[config.mk]
export PLATFORM = sky130hd
export DESIGN_NAME = pbd_div
export DESIGN_NICKNAME = d
export VERILOG_FILES = /design/src/hdl/pbd_pkg.sv /design/src/hdl/pbd_div.sv
export SDC_FILE = /design/constraint.sdc
export NUM_CORES = 1
export LEC_CHECK = 0
export ABC_CLOCK_PERIOD_IN_PS = 2800
export BUFFER_PORTS_ARGS = -buffer_cell sky130_fd_sc_hd__buf_2
export CELL_PAD_IN_SITES_DETAIL_PLACEMENT = 0
export CELL_PAD_IN_SITES_GLOBAL_PLACEMENT = 1
export CORE_MARGIN = 2
export CORE_UTILIZATION = 38
export CTS_CLUSTER_DIAMETER = 60
export DETAILED_ROUTE_END_ITERATION = 10
export GPL_ROUTABILITY_DRIVEN = 0
export PLACE_DENSITY = 0.72
export SLEW_MARGIN = 20
export SYNTH_ARGS = -nofsm -noshare
export SYNTH_HDL_FRONTEND = slang
export SYNTH_SLANG_ARGS = --single-unit
[constraint.sdc]
create_clock -name i_clk -period 2.8 [get_ports i_clk]
set_input_delay 0.14 -clock i_clk [delete_from_list [all_inputs] [get_ports i_clk]]
set_output_delay 0.14 -clock i_clk [all_outputs]
set_load 0.1 [all_outputs]
[src/hdl/pbd_pkg.sv]
// ---------------------------------------------------------------------------
// pbd_pkg
// Shared constants, register codes and types of the pulse beat detector.
// ---------------------------------------------------------------------------
`default_nettype none

package pbd_pkg;

    localparam int unsigned WINDOW_DEPTH = 512;
    localparam int unsigned IDX_W        = $clog2(WINDOW_DEPTH);
    localparam int unsigned CNT_W        = $clog2(WINDOW_DEPTH + 1);
    localparam int unsigned SAMPLE_W     = 16;
    localparam int unsigned TOT_W        = SAMPLE_W + IDX_W;
    localparam int unsigned STEP_W       = $clog2(TOT_W + 1);
    localparam int unsigned CENTER_W     = 18;
    localparam int unsigned ADDR_W       = 5;
    localparam int unsigned OUT_DATA_W   = 40;

    localparam logic [SAMPLE_W-1:0] GAIN_RST  = 16'd6554;
    localparam logic [SAMPLE_W-1:0] UPPER_RST = 16'd29788;
    localparam logic [SAMPLE_W-1:0] LOWER_RST = 16'd19859;
    localparam logic [SAMPLE_W-1:0] NUM_RST   = 16'd4800;
    localparam logic [SAMPLE_W-1:0] LIMIT_RST = 16'd200;

    localparam logic signed [CENTER_W-1:0] CENTER_OFFSET = 18'sd32768;

    typedef enum logic [2:0] {
        REG_GAIN  = 3'd0,
        REG_UPPER = 3'd1,
        REG_LOWER = 3'd2,
        REG_NUM   = 3'd3,
        REG_LIMIT = 3'd4
    } t_reg_idx;

    typedef enum logic [2:0] {
        ST_IDLE,
        ST_MUL_A,
        ST_MUL_B,
        ST_UPDATE,
        ST_DIV_MEAN,
        ST_DIV_RATE,
        ST_FINISH
    } t_state;

    typedef struct packed {
        logic              start;
        logic [STEP_W-1:0] steps;
    } t_div_ctl;

    typedef struct packed {
        logic busy;
        logic done;
    } t_div_sts;

endpackage

`default_nettype wire

[src/hdl/pbd_div.sv]
// ---------------------------------------------------------------------------
// pbd_div
// Radix-2 restoring divider, one quotient bit per clock cycle.
// ---------------------------------------------------------------------------
`default_nettype none

module pbd_div (
    input  logic                          i_clk,
    input  logic                          i_rst_n,
    input  pbd_pkg::t_div_ctl             i_ctl,
    input  logic [pbd_pkg::TOT_W-1:0]     i_dividend,
    input  logic [pbd_pkg::CNT_W-1:0]     i_divisor,
    output pbd_pkg::t_div_sts             o_sts,
    output logic [pbd_pkg::TOT_W-1:0]     o_quotient
);

    logic                        r_busy;
    logic                        r_done;
    logic [pbd_pkg::STEP_W-1:0]  r_cnt;
    logic [pbd_pkg::TOT_W-1:0]   r_quo;
    logic [pbd_pkg::CNT_W-1:0]   r_rem;
    logic [pbd_pkg::CNT_W-1:0]   r_den;

    logic [pbd_pkg::CNT_W:0]     w_shift;
    logic [pbd_pkg::CNT_W:0]     w_diff;
    logic                        w_ge;

    // The dividend enters MSB first; a run shorter than the word expects
    // its dividend aligned to the top bits.
    assign w_shift = {r_rem, r_quo[pbd_pkg::TOT_W-1]};
    assign w_diff  = w_shift - {1'b0, r_den};
    assign w_ge    = (w_shift >= {1'b0, r_den});

    always_ff @(posedge i_clk) begin
        if (!i_rst_n) begin
            r_busy <= 1'b0;
            r_done <= 1'b0;
            r_cnt  <= '0;
        end else begin
            // Done pulses for one cycle after the last quotient bit.
            r_done <= r_busy && !i_ctl.start && (r_cnt == pbd_pkg::STEP_W'(1));
            if (i_ctl.start) begin
                r_busy <= 1'b1;
                r_cnt  <= i_ctl.steps;
            end else if (r_busy) begin
                r_cnt <= r_cnt - pbd_pkg::STEP_W'(1);
                if (r_cnt == pbd_pkg::STEP_W'(1)) begin
                    r_busy <= 1'b0;
                end
            end
        end
    end

    always_ff @(posedge i_clk) begin
        if (i_ctl.start) begin
            r_quo <= i_dividend;
            r_rem <= '0;
            r_den <= i_divisor;
        end else if (r_busy) begin
            r_quo <= {r_quo[pbd_pkg::TOT_W-2:0], w_ge};
            r_rem <= w_ge ? w_diff[pbd_pkg::CNT_W-1:0] : w_shift[pbd_pkg::CNT_W-1:0];
        end
    end

    assign o_sts.busy = r_busy;
    assign o_sts.done = r_done;
    assign o_quotient = r_quo;

endmodule

`default_nettype wire

==> results.json <==
{
  "wl_um": 5470,
  "m1WireLength_um": 2510,
  "ant_nets": 0,
  "synth.net_count": 285,
  "maxUsedRoutingLayer": "met4",
  "root_buffer": "clkbuf_8",
  "synth-edff-count": 35,
  "finalClockSkew_ns": 0.00821,
  "relSlewSlack_pct": 46.3,
  "drt-initial-drc-count": 79,
  "p_leak_nw": 1.36,
  "synth-seq-cells": 52,
  "cts_sinks": 52,
  "antenna_found_initial": 0,
  "vdd_ir_drop_max_mv": 0.362,
  "max_freq_mhz": 409,
  "post-place-ws_ns": 0.350,
  "num_antenna_cells": 0,
  "grt_pass1_wl_um": 9080,
  "initial_core_util_pct": 39.2,
  "post-route-util_pct": 48.3,
  "portBuffers": 69,
  "fillerInstances": 668,
  "ys_async_sr_fraction_pct": 0,
  "gr-total-overflow": 0,
  "route.met2.wl_um": 2490,
  "crit_fanout": 3,
  "cp.required_ns": 3.02,
  "drt-pass1-iter-count": 4,
  "synth.top_cell.area_share_pct": 39.5,
  "coreArea_mm2": 0.00679,
  "wl_per_cell_um": 13.6,
  "synthTopCellsByArea": "edfxtp_1, dfxtp_1, mux2_2",
  "reg2reg_to": "r_rem[8]",
  "synth_commonest_cells": "edfxtp_1, nor2_1, mux2_2, dfxtp_1, inv_1",
  "grt_pass1_vias": 1967,
  "wl_met3_um": 395,
  "nets": 361,
  "reg2reg_depth": 10,
  "hold_slack_ns": 0.0119,
  "cp-end-kind": "register",
  "r2r_setup_slack_ns": 0.36,
  "setup.worst_path.start": "o_quotient[24]",
  "placedCellCount": 388,
  "synth_area_leader_cell": "edfxtp_1",
  "hold_path.class": "in2reg",
  "post_cts_buffers": 0,
  "cts_buffer_depth": 2,
  "synth_cell_type_count": 41,
  "layout-drive-gt1-share_pct": 37.3,
  "ys_seq_area_share_pct": 52.2,
  "yosysMostFrequentCell": "edfxtp_1",
  "ys_warn_count": 0,
  "fin_ws_ns": 0.358,
  "maxCapViolCount": 0,
  "slew_viol_final": 0,
  "final-hold-violation-count": 0,
  "syn-instance-count": 229,
  "netlist_area_mm2": 0.00266,
  "clkTransAtPathRegs_ns": 0.10,
  "cts_tree": "done",
  "cp-start-kind": "register",
  "status": "finished, final reports clean",
  "min_period_over_period_pct": 87.2,
  "row_count": 30,
  "die_y_um": 87.7,
  "drc_errors": 0,
  "areaGrowthSynthToFinish_pct": 23.1,
  "syn_avg_cell_area_um2": 11.6,
  "synth_ff_type": "edfxtp_1",
  "crit_end": "r_rem[8]",
  "tns_ns": 0,
  "cp.arrival_ns": 2.66,
  "criticalPathCategory": "reg2reg",
  "via_per_inst": 4.83,
  "finalCriticalPeriod_ns": 2.44,
  "die_w_um": 87.7,
  "finalSetupViolations": 0,
  "max_slew.worst_pin.slew_ns": 0.805,
  "clk_latency_ns": 0.30,
  "rr_startpoint": "o_quotient[24]",
  "grt_max_degree": 38,
  "grt_use_total_pct": 15.3,
  "rsz0062_at_grt": "false",
  "io_pins": 70,
  "cts_buffers": 5,
  "layout.cells.non_filler": 402,
  "die-area_mm2": 0.00770,
  "dr_total_vias": 1941,
  "cts_max_level": 2,
  "hpwl_um": 4000,
  "power.density_mw_per_mm2": 657
}
==> cells in the final DEF, fill, tap and decap left out, drive strengths merged <==
cell type,n
o21bai,1
a2bb2oi,1
nor2,27
nand3,3
mux2,26
nand2b,3
ha,12
nor2b,3
a21o,2
xnor2,8
nor4,1
fa,1
clkbuf,6
or3,1
and2,1
nor4b,1
o41ai,3
a31oi,2
dlygate4sd3,6
a211oi,9
nor3,3
inv,18
edfxtp,35
o21a,1
o311ai,1
buf,73
or4b,1
o31ai,2
nand2,8
mux2i,7
xor2,2
dfxtp,17
a311oi,1
o21ai,5
bufinv,1
a21oi,14
==> per-stage QoR <==
stage	total power [mW]	cell area [µm²]
2_1_floorplan	1.52	2660
3_3_place_gp	1.65	3110
3_5_place_dp	1.65	3110
4_1_cts	2.18	3270
5_1_grt	2.26	3280
6_report	2.15	3280
==> per-layer routing <==
layer,track usage [%],vias up
met2,24.0,57
met3,5.66,7
met1,19.7,898
met4,5.03,0
li1,-,979
met5,0,-
==> worst max-delay path: stages (launching register included) <==
cell and delay, ns:
edfxtp_1 0.39, inv_1 0.08, ha_1 0.16, inv_1 0.05
fa_1 0.42, a211oi_1 0.33, nor2_1 0.10, o41ai_1 0.34
xnor2_1 0.17, mux2i_1 0.09, a211oi_1 0.22
==> cells by family after synthesis <==
family | share of synthesized area, %
simple gates | 9.21
mux | 13.6
flops | 52.2
buf+inv | 4.37
fa+ha+maj | 6.39
xor+xnor | 3.29
compound gates | 10.9
==> timing repair <==
item,in CTS,in global routing
resized for setup,0,0
endpoints found under the setup margin,0,0
hold buffers,5,1
endpoints found under the hold margin,5,1
==> registers in the layout, indices dropped and copies added, names as in the netlist <==
signal and cells:
r_den 10, r_rem 10, r_done 1, r_cnt 5, r_busy 1, o_quotient 25
==> worst min path at each step <==
stage / endpoint / startpoint / cells after the start
detailed placement: r_den[9] / i_divisor[9] / 1
CTS: r_den[6] / i_divisor[6] / 1
finish: r_den[6] / i_divisor[6] / 1
floorplan: r_den[0] / i_divisor[0] / 0
global placement: r_den[0] / i_divisor[0] / 1
global route: r_den[6] / i_divisor[6] / 1
==> where the power goes <==
part	switching [mW]	leakage, nW	total (mW)	internal [mW]
Sequential	0.0425	0.490	0.946	0.903
Combinational	0.489	0.816	0.690	0.201
Clock	0.248	0.0558	0.519	0.270
Total	0.780	1.36	2.15	1.37
==> cell type report <==
cell class	count	area, µm²	area share (%)
Clock buffer	6	72.6	2.21
Clock inverter	2	38.8	1.18
Inverter	17	63.8	1.95
Multi-Input combinational cell	150	1160	35.3
Sequential cell	52	1390	42.4
Tap cell	96	120	3.66
Timing Repair Buffer	79	435	13.3
(Power assumes the default switching activity.)
